### src/rtl/sslc_pkg.sv
// Shared types and constants for the substitution/shift letter cipher.
package sslc_pkg;

  localparam int ALPHABET_SIZE = 26;
  localparam int SLOT_W        = 5;
  localparam int QUEUE_DEPTH   = 4;
  localparam int QPTR_W        = $clog2(QUEUE_DEPTH);
  localparam int QCNT_W        = $clog2(QUEUE_DEPTH + 1);

  localparam logic KIND_TEXT = 1'b0;
  localparam logic KIND_KEY  = 1'b1;

  localparam logic DIR_ENC = 1'b0;
  localparam logic DIR_DEC = 1'b1;

  localparam logic [1:0] PATH_PASS  = 2'd0;
  localparam logic [1:0] PATH_SUBST = 2'd1;
  localparam logic [1:0] PATH_SHIFT = 2'd2;

  localparam logic [7:0] CHAR_UA = 8'h41;
  localparam logic [7:0] CHAR_UZ = 8'h5A;
  localparam logic [7:0] CHAR_LA = 8'h61;
  localparam logic [7:0] CHAR_LZ = 8'h7A;
  localparam logic [7:0] CASE_OFS = 8'h20;

  localparam logic [7:0] DEFAULT_KEY [ALPHABET_SIZE] = '{
    8'h68, 8'h69, 8'h6c, 8'h77, 8'h6d, 8'h6b, 8'h62, 8'h64, 8'h70,
    8'h63, 8'h76, 8'h61, 8'h7a, 8'h75, 8'h73, 8'h6a, 8'h67, 8'h72,
    8'h79, 8'h6e, 8'h71, 8'h78, 8'h6f, 8'h66, 8'h74, 8'h65
  };

  typedef struct packed {
    logic              kind;
    logic [7:0]        data_byte;
    logic [SLOT_W-1:0] key_slot;
    logic              start_of_text;
  } cipher_in_t;

  typedef struct packed {
    logic [7:0] out_byte;
    logic [1:0] path_used;
  } cipher_out_t;

  typedef struct packed {
    logic              is_key;
    logic              slot_ok;
    logic              is_letter;
    logic              start;
    logic [7:0]        byte_val;
    logic [SLOT_W-1:0] letter_idx;
    logic [SLOT_W-1:0] key_slot;
  } sslc_op_t;

endpackage

### src/rtl/sslc_front.sv
// Front end: accept input words, lowercase text bytes and classify them for the queue.
module sslc_front
  import sslc_pkg::*;
(
  input  logic       in_valid,
  input  cipher_in_t in_word,
  input  logic       q_full,
  output logic       in_stall,
  output logic       push,
  output sslc_op_t   op
);

  logic [7:0] lc;

  always_comb begin
    lc = in_word.data_byte;
    if (in_word.data_byte inside {[CHAR_UA:CHAR_UZ]}) begin
      lc = in_word.data_byte + CASE_OFS;
    end
    op.is_key     = (in_word.kind == KIND_KEY);
    op.slot_ok    = (in_word.key_slot < SLOT_W'(ALPHABET_SIZE));
    op.is_letter  = (lc inside {[CHAR_LA:CHAR_LZ]});
    op.start      = in_word.start_of_text;
    op.byte_val   = op.is_key ? in_word.data_byte : lc;
    op.letter_idx = SLOT_W'(lc - CHAR_LA);
    op.key_slot   = in_word.key_slot;
  end

  assign in_stall = q_full;
  assign push     = in_valid & ~q_full;

endmodule

### src/rtl/sslc_queue.sv
// Small FIFO of classified words between the front and back ends.
module sslc_queue
  import sslc_pkg::*;
(
  input  logic     clk,
  input  logic     rst_n,
  input  logic     push,
  input  sslc_op_t push_op,
  input  logic     pop,
  output logic     full,
  output logic     head_valid,
  output sslc_op_t head_op
);

  sslc_op_t            slot_r [QUEUE_DEPTH];
  logic [QPTR_W-1:0]   wr_ptr_r;
  logic [QPTR_W-1:0]   rd_ptr_r;
  logic [QCNT_W-1:0]   count_r;
  logic [QCNT_W-1:0]   count_nxt;

  assign full       = (count_r == QCNT_W'(QUEUE_DEPTH));
  assign head_valid = (count_r != '0);
  assign head_op    = slot_r[rd_ptr_r];

  always_comb begin
    count_nxt = count_r;
    if (push && !pop) begin
      count_nxt = count_r + 1'b1;
    end else if (pop && !push) begin
      count_nxt = count_r - 1'b1;
    end
  end

  always_ff @(posedge clk) begin
    if (!rst_n) begin
      wr_ptr_r <= '0;
      rd_ptr_r <= '0;
      count_r  <= '0;
    end else begin
      if (push) begin
        wr_ptr_r <= wr_ptr_r + 1'b1;
      end
      if (pop) begin
        rd_ptr_r <= rd_ptr_r + 1'b1;
      end
      count_r <= count_nxt;
    end
  end

  always_ff @(posedge clk) begin
    if (push) begin
      slot_r[wr_ptr_r] <= push_op;
    end
  end

endmodule

### src/rtl/sslc_back.sv
// Back end: key table, letter phase, substitution and shift, output register.
module sslc_back
  import sslc_pkg::*;
#(
  parameter int SUBST_PERIOD = 6
)
(
  input  logic        clk,
  input  logic        rst_n,
  input  logic        cfg_we,
  input  logic        cfg_wdata,
  input  logic        head_valid,
  input  sslc_op_t    head_op,
  output logic        pop,
  output logic        out_valid,
  input  logic        out_stall,
  output cipher_out_t out_word
);

  localparam int PH_W = $clog2(SUBST_PERIOD);

  logic [7:0]        key_r [ALPHABET_SIZE];
  logic [PH_W-1:0]   phase_r;
  logic [PH_W-1:0]   phase_nxt;
  logic [SLOT_W-1:0] rem_r;
  logic [SLOT_W-1:0] rem_nxt;
  logic              dir_r;
  logic              out_valid_r;
  cipher_out_t       out_word_r;
  cipher_out_t       res;
  logic              emit;
  logic [PH_W-1:0]   ph;
  logic [SLOT_W-1:0] rm;
  logic [PH_W-1:0]   ph_adv;
  logic              hit;
  logic [SLOT_W-1:0] hit_slot;
  logic [5:0]        sum;
  logic [5:0]        sum_mod;

  assign pop       = head_valid & (~out_valid_r | ~out_stall);
  assign out_valid = out_valid_r;
  assign out_word  = out_word_r;

  always_comb begin
    hit      = 1'b0;
    hit_slot = '0;
    for (int i = ALPHABET_SIZE - 1; i >= 0; i--) begin
      if (key_r[i] == head_op.byte_val) begin
        hit      = 1'b1;
        hit_slot = SLOT_W'(i);
      end
    end
  end

  always_comb begin
    ph     = head_op.start ? '0 : phase_r;
    rm     = head_op.start ? '0 : rem_r;
    ph_adv = (ph == PH_W'(SUBST_PERIOD - 1)) ? '0 : ph + 1'b1;
    if (dir_r == DIR_ENC) begin
      sum = {1'b0, head_op.letter_idx} + {1'b0, rm};
    end else begin
      sum = {1'b0, head_op.letter_idx} + 6'(ALPHABET_SIZE) - {1'b0, rm};
    end
    sum_mod = (sum >= 6'(ALPHABET_SIZE)) ? sum - 6'(ALPHABET_SIZE) : sum;

    emit          = 1'b0;
    res.out_byte  = head_op.byte_val;
    res.path_used = PATH_PASS;
    phase_nxt     = phase_r;
    rem_nxt       = rem_r;
    if (!head_op.is_key) begin
      phase_nxt = ph;
      rem_nxt   = rm;
      if (!head_op.is_letter) begin
        emit = 1'b1;
      end else if (ph == '0) begin
        phase_nxt     = ph_adv;
        res.path_used = PATH_SUBST;
        if (dir_r == DIR_ENC) begin
          emit         = 1'b1;
          res.out_byte = key_r[head_op.letter_idx];
          rem_nxt      = head_op.letter_idx;
        end else if (hit) begin
          emit         = 1'b1;
          res.out_byte = CHAR_LA + {3'b0, hit_slot};
          rem_nxt      = hit_slot;
        end
      end else begin
        emit          = 1'b1;
        phase_nxt     = ph_adv;
        res.path_used = PATH_SHIFT;
        res.out_byte  = CHAR_LA + {3'b0, sum_mod[SLOT_W-1:0]};
      end
    end
  end

  always_ff @(posedge clk) begin
    if (!rst_n) begin
      for (int i = 0; i < ALPHABET_SIZE; i++) begin
        key_r[i] <= DEFAULT_KEY[i];
      end
      phase_r     <= '0;
      rem_r       <= '0;
      dir_r       <= DIR_ENC;
      out_valid_r <= 1'b0;
    end else begin
      if (cfg_we) begin
        dir_r <= cfg_wdata;
      end
      if (pop) begin
        phase_r     <= phase_nxt;
        rem_r       <= rem_nxt;
        out_valid_r <= emit;
        if (head_op.is_key && head_op.slot_ok) begin
          key_r[head_op.key_slot] <= head_op.byte_val;
        end
      end else if (!out_stall) begin
        out_valid_r <= 1'b0;
      end
    end
  end

  always_ff @(posedge clk) begin
    if (pop && emit) begin
      out_word_r <= res;
    end
  end

endmodule

### src/rtl/substitution_shift_letter_cipher.sv
// Top level of the substitution/shift letter cipher.
// Input channel in_valid/in_stall/in_word carries one word per accepted edge:
// a text byte (kind 0) or a key table write (kind 1). Output channel
// out_valid/out_stall/out_word returns the transformed byte and the path used.
// Text non-letters pass through; the first of every SUBST_PERIOD letters goes
// through the key table (decrypt: reverse search, a miss yields no word);
// the others are Caesar shifted by the remembered index. Key writes yield no
// word. cfg_we/cfg_wdata set direction (0 encrypt, 1 decrypt); the user must
// write them only while idle, the block itself does not enforce it.
// An accepted word is queued, then popped and registered as the output word.
// Throughput: one word per cycle unless stalled, set by the single back-end stage.
// A four-entry queue separates the front end from the back end, so input is
// still accepted while a finished result waits on out_stall; in_stall rises
// only when the queue is full. A stalled output word holds.
// Reset (rst_n low, synchronous) restores the default key, clears the letter
// phase, remembered index, direction, queue and output valid.
module substitution_shift_letter_cipher
  import sslc_pkg::*;
#(
  parameter int SUBST_PERIOD = 6
)
(
  input  logic        clk,
  input  logic        rst_n,
  input  logic        cfg_we,
  input  logic        cfg_wdata,
  input  logic        in_valid,
  output logic        in_stall,
  input  cipher_in_t  in_word,
  output logic        out_valid,
  input  logic        out_stall,
  output cipher_out_t out_word
);

  logic     q_full;
  logic     push;
  sslc_op_t push_op;
  logic     pop;
  logic     head_valid;
  sslc_op_t head_op;

  sslc_front u_front (
    .in_valid (in_valid),
    .in_word  (in_word),
    .q_full   (q_full),
    .in_stall (in_stall),
    .push     (push),
    .op       (push_op)
  );

  sslc_queue u_queue (
    .clk        (clk),
    .rst_n      (rst_n),
    .push       (push),
    .push_op    (push_op),
    .pop        (pop),
    .full       (q_full),
    .head_valid (head_valid),
    .head_op    (head_op)
  );

  sslc_back #(
    .SUBST_PERIOD (SUBST_PERIOD)
  ) u_back (
    .clk        (clk),
    .rst_n      (rst_n),
    .cfg_we     (cfg_we),
    .cfg_wdata  (cfg_wdata),
    .head_valid (head_valid),
    .head_op    (head_op),
    .pop        (pop),
    .out_valid  (out_valid),
    .out_stall  (out_stall),
    .out_word   (out_word)
  );

endmodule

### config.mk
export PLATFORM = sky130hd
export DESIGN_NAME = substitution_shift_letter_cipher
export DESIGN_NICKNAME = d
export VERILOG_FILES = /design/src/rtl/sslc_pkg.sv /design/src/rtl/sslc_front.sv /design/src/rtl/sslc_queue.sv /design/src/rtl/sslc_back.sv /design/src/rtl/substitution_shift_letter_cipher.sv
export SDC_FILE = /design/constraint.sdc
export NUM_CORES = 1
export LEC_CHECK = 0
export BUFFER_PORTS_ARGS = -buffer_cell sky130_fd_sc_hd__buf_2
export CAP_MARGIN = 20
export CORE_UTILIZATION = 30
export DETAILED_ROUTE_END_ITERATION = 10
export GPL_TIMING_DRIVEN = 0
export MAX_ROUTING_LAYER = met4
export SETUP_SLACK_MARGIN = 0.05
export SLEW_MARGIN = 20
export SYNTH_ARGS = -nofsm -noshare
export SYNTH_HDL_FRONTEND = slang
export SYNTH_SLANG_ARGS = --single-unit
### constraint.sdc
create_clock -name clk -period 6.6 [get_ports clk]
set_input_delay 0 -clock clk [delete_from_list [all_inputs] [get_ports clk]]
set_output_delay 0 -clock clk [all_outputs]
set_load 0.05 [all_outputs]
## After elaboration in Yosys (flattened, before gate mapping)

Memories as Yosys holds them, arrays and structs flattened. A register that Yosys moved wholly into a read port is not among the register bits.
Cells that the tools add are included.

| operators by class | value |
|---|---|
| order comparisons | 6 |
| bitwise operators | 8 |
| reductions and logical operators | 14 |
| equality and inequality tests | 29 |
| mux-type cells | 90 |
| add/subtract/negate cells | 13 |

Operators with widths:

| cell | count |
|---|---|
| $eq A8 B8 Y1 | 26 |
| $mux W5 | 33 |
| $mux W1 | 41 |
| $mux W8 | 5 |
| $mux W10 | 3 |
| $add A7 B5 Y8 const A | 2 |
| $ge A8 B7 Y1 const B | 2 |
| $le A8 B7 Y1 const B | 2 |
| $mux W3 | 5 |
| $add A8 B6 Y8 const B | 1 |
| $reduce_or A8 Y1 | 1 |
| $add A3 B1 Y3 const B | 2 |
| $add A5 B5 Y6 | 1 |
| $add A5 B5 Y6 const B | 1 |
| $eq A3 B3 Y1 const B | 2 |
| $ge A6 B5 Y1 const B | 1 |
| $logic_and A1 B1 Y1 | 6 |
| $mux W6 | 1 |
| $sub A6 B5 Y6 | 1 |
| $lt A5 B5 Y1 const B | 1 |
| $not A1 Y1 | 5 |
| $sub A5 B1 Y5 const B | 1 |
| $sub A5 B5 Y5 const B | 1 |
| $add A2 B1 Y2 const B | 2 |
| other kinds (11) | 14 |

| word-level totals | value |
|---|---|
| logic and storage cells | 171 |
| flip-flop bits (word level) | 27 |
| input bits | 21 |
| output and inout port bits | 12 |
| memories | 2 |
| RAM bits | 296 |

Memories:

| name | depth | bits a word | rd ports | clocked after memory_dff | wr ports | RTL line | RTL |
|---|---|---|---|---|---|---|---|
| u_back.key_r | 26 | 8 | 27 | 0 | 26 | sslc_back.sv:22 | `logic [7:0] key_r [ALPHABET_SIZE];` |
| u_queue.slot_r | 4 | 22 | 1 | 1 | 1 | sslc_queue.sv:15 | `sslc_op_t slot_r [QUEUE_DEPTH];` |

## Depth between registers and ports, before layout

Gate-level depths: netlist (run 1).
An unclocked memory read counts as a cell.

| logic depth | value |
|---|---|
| word-level depth | 34 |
| gate-level depth with buffers | 21 |
| gate-level depth less buffers | 16 |

## Hierarchy

Synthesis (run 1) repeated with hierarchy kept, for this count alone.

| unflattened totals | value |
|---|---|
| cells, all modules | 1,486 |
| area total of the unflattened synthesis | 20,307.0 um^2 |

Modules (own cells, without submodules):

| module | seq. area each (um^2) | instances | cells each | area each (um^2) |
|---|---|---|---|---|
| sslc_back | 8,187.9 | 1 | 1,285 | 16,354.4 |
| sslc_queue | 2,822.7 | 1 | 157 | 3,624.7 |
| sslc_front | 0.0 | 1 | 44 | 327.8 |

## Worst setup path after synthesis (run 1)

No wires, ideal clock.

| timing | value |
|---|---|
| path type | register -> register |
| from | reg with a tool-made name |
| to | reg u_back.out_word_r (netlist bit u_back.out_word[7]), data pin |
| path slack | 1.471 ns |
| library setup time | 0.273 ns |
| arrival | 4.856 ns |
| data required time | 6.327 ns |
| stages on the path, launching flop included | 21 |
| cell sequence | dfxtp_1 > buf_6 > buf_12 > mux4_2 > buf_1 > buf_1 > clkbuf_1 > inv_1 > ha_1 > inv_1 > ha_1 > fa_1 > a21o_1 > a21oi_1 > xor2_1 > a221oi_1 > a41oi_1 > o21ai_0 > o41ai_1 > a41o_1 > o21ai_0 |

RTL lines:

| element | RTL line | RTL |
|---|---|---|
| to (signal assigned) | sslc_back.sv:125 | `out_word_r <= res;` |
| to (decl) | sslc_back.sv:29 | `cipher_out_t out_word_r;` |

==> impl_metrics.csv, run 1 <==
group,metric,value,unit
worst_setup_path,cp-start-kind,"flip-flop",
synthesis,synth_seq_cells,373,
floorplanning,placementRows,93,
flow_run,maxCapViolations,0,
synthesis,yosysTopAreaCell,"edfxtp_1",
sta,finalCritPeriodShare,92.2,%
sta,min_period,6080,ps
grt,track_usage,19.8,%
synthesis,yosysSeqAreaShare,56.0,%
worst_setup_path,worstSetupEndpointType,"flip-flop",
worst_setup_path,timing.reg2reg.setup_slack,520,ps
sta,slew_violations,0,
worst_setup_path,crit_cells,17,
synthesis,yosysWarnings,0,
power,finalPower,0.00985,W
grt,grt_pass1_wl,92.3,mm
grt,grt_pass1_vias,13236,
floorplanning,core_area,64600,um^2
clocking,clk_latency,590,ps
grt,grt_use_met2,31.0,%
cells_and_area,final_layout_size_suffix_gt1_share,16.3,%
grt,met1_usage,25.4,%
synthesis,synth_edf_count,354,
routing,firstDrtPassIters,6,
routing,num_vias,13597,
grt,grtUsageMet3,3.70,%
synthesis,synth_ff_type,"edfxtp_1",
worst_setup_path,critPathTopFamily,"compound AO/OA/AOI/OAI gates",
sta,finClkSkew,21.4,ps
grt,grt-busiest-layer,"met2",
floorplanning,io_pins,33,
worst_setup_path,arrival,6340,ps
cells_and_area,area_growth,14.1,%
routing,drc,0,
clocking,cts.path.max_buffers,3,
place,hpwl,45.5,mm
sta,max_slew_margin,25.4,%
worst_setup_path,slowest_delay,640,ps
place,place_congestion,0.975,
power,ir_drop,0.215,mV
floorplanning,die_w,258,um
worst_setup_path,crit_buf_inv,6,
cells_and_area,num-nets-final,1675,
worst_setup_path,worstPathRequired,6850,ps
run_status,outcome,"finished clean",
sta,setup_ws,516,ps
grt,grt_max_degree,23,
synthesis,synth_nets,1578,
synthesis,yosys-top-cells-area,"edfxtp_1, mux4_2, xnor2_1, nand2_1, nor2_1",
place,port_buffers,31,
clocking,cts_tree,"built",
power,powerDensity,439,nW/um^2
worst_setup_path,crit_path_frequent_cell,"o21ai_0",
cells_and_area,layout.cells.non_filler,2511,
clocking,clkSinkCount,373,
min_path,min_path_type,"in -> reg",
cells_and_area,fin_area,22400,um^2
worst_setup_path,rr_endpoint,"u_back.out_word[7]$_DFFE_PP_",
clocking,h-tree-depth,2,
clocking,cts_buffers,41,
cells_and_area,layout_commonest_cell,"edfxtp_1",
routing,wl_per_cell,25.6,um
place,placed_area,20900,um^2
sta,setup_viol,0,
place,pre_cts_ws,-460,ps
synthesis,ys_async_sr_fraction,0,%
sta,hold_viol_final,0,
clocking,root_buffer,"clkbuf_16",
routing,dr.first_iter.drc_count,1423,
cells_and_area,nFillCells,6269,
synthesis,netlist_area,19700,um^2
cells_and_area,final_cell_mix,"edfxtp_1, nand2_1, xnor2_1",
worst_setup_path,worstSetupPathType,"reg -> reg",
clocking,clkTransAtPathRegs,60,ps
sta,max_freq,164,MHz
synthesis,syn_area_per_cell,12.9,um^2
routing,vias_per_cell,5.41,
place,dp.cells,2414,
synthesis,yosysTopAreaCellShare,54.1,%
floorplanning,die_y,258,um
grt,grt.overflow.total,0,
sta,rsz0062_at_grt,"false",
synthesis,synth_cells,1528,
worst_setup_path,cp_slowest_cell,"clkdlybuf4s15_2",
worst_setup_path,crit_chain,"buf_6 -> buf_12 -> mux4_2 -> clkdlybuf4s15_2 -> buf_2 -> inv_1 -> ha_1 -> inv_1 -> ha_1 -> fa_1 -> o21ai_0 -> nand2_1 -> a41oi_1 -> o21ai_0 -> o41ai_1 -> a41o_1 -> o21ai_0",
worst_setup_path,setup.worst_path.end,"u_back.out_word[7]$_DFFE_PP_",
grt,antenna_found_initial,1,
floorplanning,initial_core_util,30.4,%
synthesis,synth_cell_type_count,73,
sta,setup_tns,0,ps
power,p_leak,7.02,nW
routing,totalWireLength,64.2,mm
worst_setup_path,worstRegToRegCells,17,
floorplanning,dieArea,66600,um^2
routing,ant_nets,0,
sta,tightest_slew,1120,ps
worst_setup_path,cp_max_fo,11,
[area by class of cell]
cell class                      instances  area [um^2]  area share, %
Sequential cell                       373        11000           49.1
Antenna cell                            1         2.50         0.0112
Tap cell                              855         1070           4.77
Inverter                               38          161          0.719
Multi-Input combinational cell       1038         8020           35.7
Buffer                                 76          488           2.17
Clock inverter                         25          234           1.04
Clock buffer                           48         1050           4.69
Timing Repair Buffer                   57          404           1.80
[sequential cells by signal, indices dropped and copies added (netlist names), named ones only]
name / flops
u_back.dir_r: 1
u_back.key_r: 256
u_back.out_valid: 1
u_back.out_word: 10
u_back.phase_r: 3
u_back.rem_r: 5
u_queue.count_r: 3
u_queue.rd_ptr_r: 2
u_queue.slot_r: 88
u_queue.wr_ptr_r: 2
[report_power, final]
part           internal [W]  switching (W)  leakage [nW]  total, W
logic               0.00160        0.00312          3.15   0.00473
clock network       0.00127       0.000970         0.632   0.00224
registers           0.00282      0.0000677          3.24   0.00288
[cells by family after synthesis]
logic type	synth area share, %
AOI/OAI and AO/OA	4.66
DFF	56.0
xor gates and xnor gates	9.93
and+or+nand+nor	12.3
adders and majority gates	1.96
muxes	11.8
buffers and inverters	3.28
[layer usage]
layer  vias to the layer above  wire [um]
met4                         0       2480
met2                       779      29700
met1                      6860      25800
met5                         -          0
li1                       5814          -
met3                       144       6180
[stage by stage]
stage                     utilization (%)  hold WS, ps
final                                34.7          121
after global routing                 34.7          157
after CTS                            34.7          106
after detailed placement             32.4          218
after global placement               32.3          213
after floorplan                         -         98.9
[worst min-delay path by stage]
stage / from / end / slack [ps] / depth (start not counted)
after global placement: in_word[1] / u_queue.slot_r[2][0]$_DFFE_PP_ / 210 / 1
after floorplan: in_word[1] / u_queue.slot_r[0][0]$_DFFE_PP_ / 100 / 0
after CTS: in_valid / u_queue.wr_ptr_r[1]$_SDFFE_PN0P_ / 110 / 5
after detailed placement: in_word[0] / u_queue.slot_r[0][18]$_DFFE_PP_ / 220 / 1
after global routing: in_valid / u_queue.wr_ptr_r[1]$_SDFFE_PN0P_ / 160 / 5
final: in_valid / u_queue.wr_ptr_r[1]$_SDFFE_PN0P_ / 120 / 5
[Yosys cell counts, types with 26 or more instances]
cell / number
mux4_2: 82
nor2_1: 170
mux2i_1: 39
inv_1: 29
clkbuf_1: 40
xor2_1: 39
nand4_1: 43
o21ai_0: 28
edfxtp_1: 354
nand2_1: 192
ha_1: 26
xnor2_1: 184
[worst min-delay path, cell delays in order]
cell	delay (ps)
buf_2	90
nor2b_1	120
clkbuf_1	190
mux2i_1	190
nor2b_1	60
[what timing repair did]
item / CTS / global route
setup endpoints to repair: 7 / 6
setup buffers: 0 / 5
cloned: 0 / 0
gates resized for setup: 2 / 5
endpoints found under the hold margin: 91 / 0
hold buffers: 20 / 0
Power figures use the tool's default switching activity.
==> run 2: changes to the inputs <==
--- a/config.mk
+++ b/config.mk
@@ -5,12 +5,14 @@
 export SDC_FILE = /design/constraint.sdc
 export NUM_CORES = 1
 export LEC_CHECK = 0
+export ABC_AREA = 1
 export BUFFER_PORTS_ARGS = -buffer_cell sky130_fd_sc_hd__buf_2
 export CAP_MARGIN = 20
 export CORE_UTILIZATION = 30
 export DETAILED_ROUTE_END_ITERATION = 10
 export GPL_TIMING_DRIVEN = 0
 export MAX_ROUTING_LAYER = met4
+export REMOVE_ABC_BUFFERS = 1
 export SETUP_SLACK_MARGIN = 0.05
 export SLEW_MARGIN = 20
 export SYNTH_ARGS = -nofsm -noshare
==> run 2 against run 1 <==
Net effect:
- utilization shrank 0.30 points
- worst hold slack gained 28 ps
- largest cell class unchanged
- cell count grew 24%
- die area grew 3.8%
- first-iteration DRC count grew 3.7%
- flip-flop and latch count is the same
- count of clock-buffer cells in the layout shrank 2
- synthesized area grew 3.9%
- clock power is essentially flat
==> impl_metrics.csv, run 2 <==
group,metric,value,unit
run_status,outcome,"finished clean",
synthesis,yosys-top-cells-area,"edfxtp_1, nand2_1, xor2_1, nor2_1, inv_1",
min_path,hold_path.startpoint,"rst_n",
clocking,clkTransAtPathRegs,60,ps
floorplanning,core_area,67300,um^2
synthesis,synth_edf_count,354,
sta,max_freq,163,MHz
place,port_buffers,32,
clocking,cts_buffers,41,
cells_and_area,largest-register,"u_back.key_r",
floorplanning,die_y,263,um
sta,setup_tns,0,ps
place,place_congestion,0.902,
worst_setup_path,worstSetupPathType,"reg -> reg",
grt,grt_pass1_vias,15405,
grt,antenna_found_initial,2,
routing,wl_per_cell,18.8,um
cells_and_area,layout_commonest_cell,"nand2_1",
clocking,cts.path.max_buffers,3,
sta,hold_viol_final,0,
worst_setup_path,worstSetupEndpointType,"flip-flop",
routing,totalWireLength,58.6,mm
worst_setup_path,cp-start-kind,"flip-flop",
flow_run,maxCapViolations,0,
clocking,cts_tree,"built",
cells_and_area,area_growth,13.5,%
cells_and_area,num-nets-final,2260,
synthesis,yosysMostFrequentCell,"nand2_1",
place,hpwl,39.6,mm
sta,finalCritPeriodShare,93.2,%
floorplanning,dieArea,69100,um^2
worst_setup_path,cp_max_fo,30,
power,ir_drop,0.294,mV
grt,grt.overflow.total,0,
routing,ant_nets,0,
clocking,clk_latency,590,ps
routing,vias_per_cell,5.09,
routing,firstDrtPassIters,5,
clocking,clkSinkCount,373,
floorplanning,io_pins,33,
synthesis,syn_area_per_cell,9.24,um^2
sta,max_slew_margin,25.4,%
grt,track_usage,17.3,%
cells_and_area,final_util,34.4,%
routing,num_vias,15835,
clocking,h-tree-depth,2,
sta,setup_ws,451,ps
grt,grt_pass1_wl,89.6,mm
cells_and_area,n_antenna_cell,0,
sta,min_period,6150,ps
floorplanning,placementRows,95,
cells_and_area,largest_reg_flops,256,
synthesis,ys_top_cells_by_count,"nand2_1, edfxtp_1, nor2_1, inv_1, o21ai_0",
routing,drc,0,
grt,grt_max_degree,80,
place,pre_cts_ws,408,ps
sta,tightest_slew,1110,ps
synthesis,synth_cells,2210,
cells_and_area,final_layout_size_suffix_gt1_share,8.30,%
synthesis,ys_async_sr_fraction,0,%
routing,dr.first_iter.drc_count,1476,
power,p_leak,8.61,nW
clocking,root_buffer,"clkbuf_16",
synthesis,synth_cell_type_count,60,
clocking,cts_resized,0,
floorplanning,die_w,263,um
floorplanning,initial_core_util,30.4,%
synthesis,yosysSeqAreaShare,53.9,%
min_path,whs_path_depth,4,
sta,setup_viol,0,
min_path,min_path_type,"in -> reg",
worst_setup_path,worstRegToRegCells,19,
sta,slew_violations,0,
clocking,post-cts-setup-buffers,0,
synthesis,yosysTopAreaCellShare,52.0,%
cells_and_area,final_cell_mix,"nand2_1, edfxtp_1, nor2_1",
worst_setup_path,arrival,6460,ps
power,powerDensity,500,nW/um^2
synthesis,synth_seq_cells,373,
synthesis,yosysTopAreaCell,"edfxtp_1",
sta,rsz0062_at_grt,"false",
sta,finClkSkew,24.2,ps
sta,whs,149,ps
cells_and_area,nFillCells,6844,
synthesis,netlist_area,20400,um^2
synthesis,yosysWarnings,0,
worst_setup_path,worstPathRequired,6910,ps
synthesis,synth_ff_type,"edfxtp_1",
run 2: cell types whose count changed in the layout (fill, tap and decap cells not counted), moves of 82 or more:
cell	change
nand3_1	+95
inv_1	+190
o21ai_0	+119
xnor2_1	-138
a21oi_1	+136
nor2_1	+83
mux4_2	-82
nand2_1	+248
run 2: kinds of logic after synthesis:
| family | count (synthesis) | synth area share [%] |
|---|---|---|
| flops | 373 | 53.9 |
| buf+inv | 351 | 7.27 |
| fa+ha+maj | 29 | 1.89 |
| simple gates | 905 | 19.0 |
| xor+xnor | 159 | 6.89 |
| compound gates | 392 | 11.0 |
| mux | 1 | 0.0490 |
run 2: worst max-delay path, stage by stage (launching register included):
cell and delay (ps):
dfxtp_1 850, inv_2 520, a32oi_1 850, inv_1 270
nand2_1 130, inv_1 130, ha_1 320, inv_1 80
ha_1 210, fa_1 420, o21ai_0 440, a21oi_1 190
nand2_1 110, nand3_1 150, xnor2_1 230, ha_1 220
nand2_1 60, nor2_1 180, nor3_1 70, a211oi_1 460
run 2: through the flow:
stage                     instances  power, W  cell area (um^2)
after floorplan                2094   0.00687             19800
after global placement         2999   0.00879             21100
after detailed placement       3020   0.00925             21700
after CTS                      3113    0.0115             23200
after global routing           3114    0.0122             23200
final                          3114    0.0116             23200
run 2: path summary, 6_finish.rpt:
kind                                        to  slack [ps]
setup / recovery  u_back.out_word[6]$_DFFE_PP_         450
hold / removal                       flip-flop         150
setup reg to reg  u_back.out_word[6]$_DFFE_PP_         450
hold reg to reg   u_back.rem_r[2]$_SDFFE_PN0P_         470
run 2: metal layers:
layer | track usage, % | vias to the layer above | wire length [um]
li1 | - | 7452 | -
met1 | 22.5 | 7575 | 24900
met2 | 27.7 | 698 | 27300
met3 | 2.60 | 110 | 5080
met4 | 5.56 | 0 | 1400
met5 | - | - | 0
run 2: final cells by class:
cell class              instances  area [um^2]  area share, %
flip-flops and latches        373        11000           47.5
multi-input cells            1486         8040           34.7
well taps                     873         1090           4.71
clock buffers                  46         1040           4.51
inverters                     235          885           3.82
repair buffers                 73          846           3.65
clock inverters                28          256           1.11
run 2: timing repair:
| item | CTS | global route |
|---|---|---|
| setup endpoints to repair | 0 | 1 |
| hold buffers | 19 | 0 |
| endpoints found under the hold margin | 91 | 0 |
run 2: power breakdown:
part / leakage (nW) / internal [W] / switching [W] / total, W
Sequential: 3.24 / 0.00287 / 0.000102 / 0.00297
Combinational: 4.73 / 0.00182 / 0.00453 / 0.00635
Clock: 0.643 / 0.00130 / 0.000963 / 0.00226
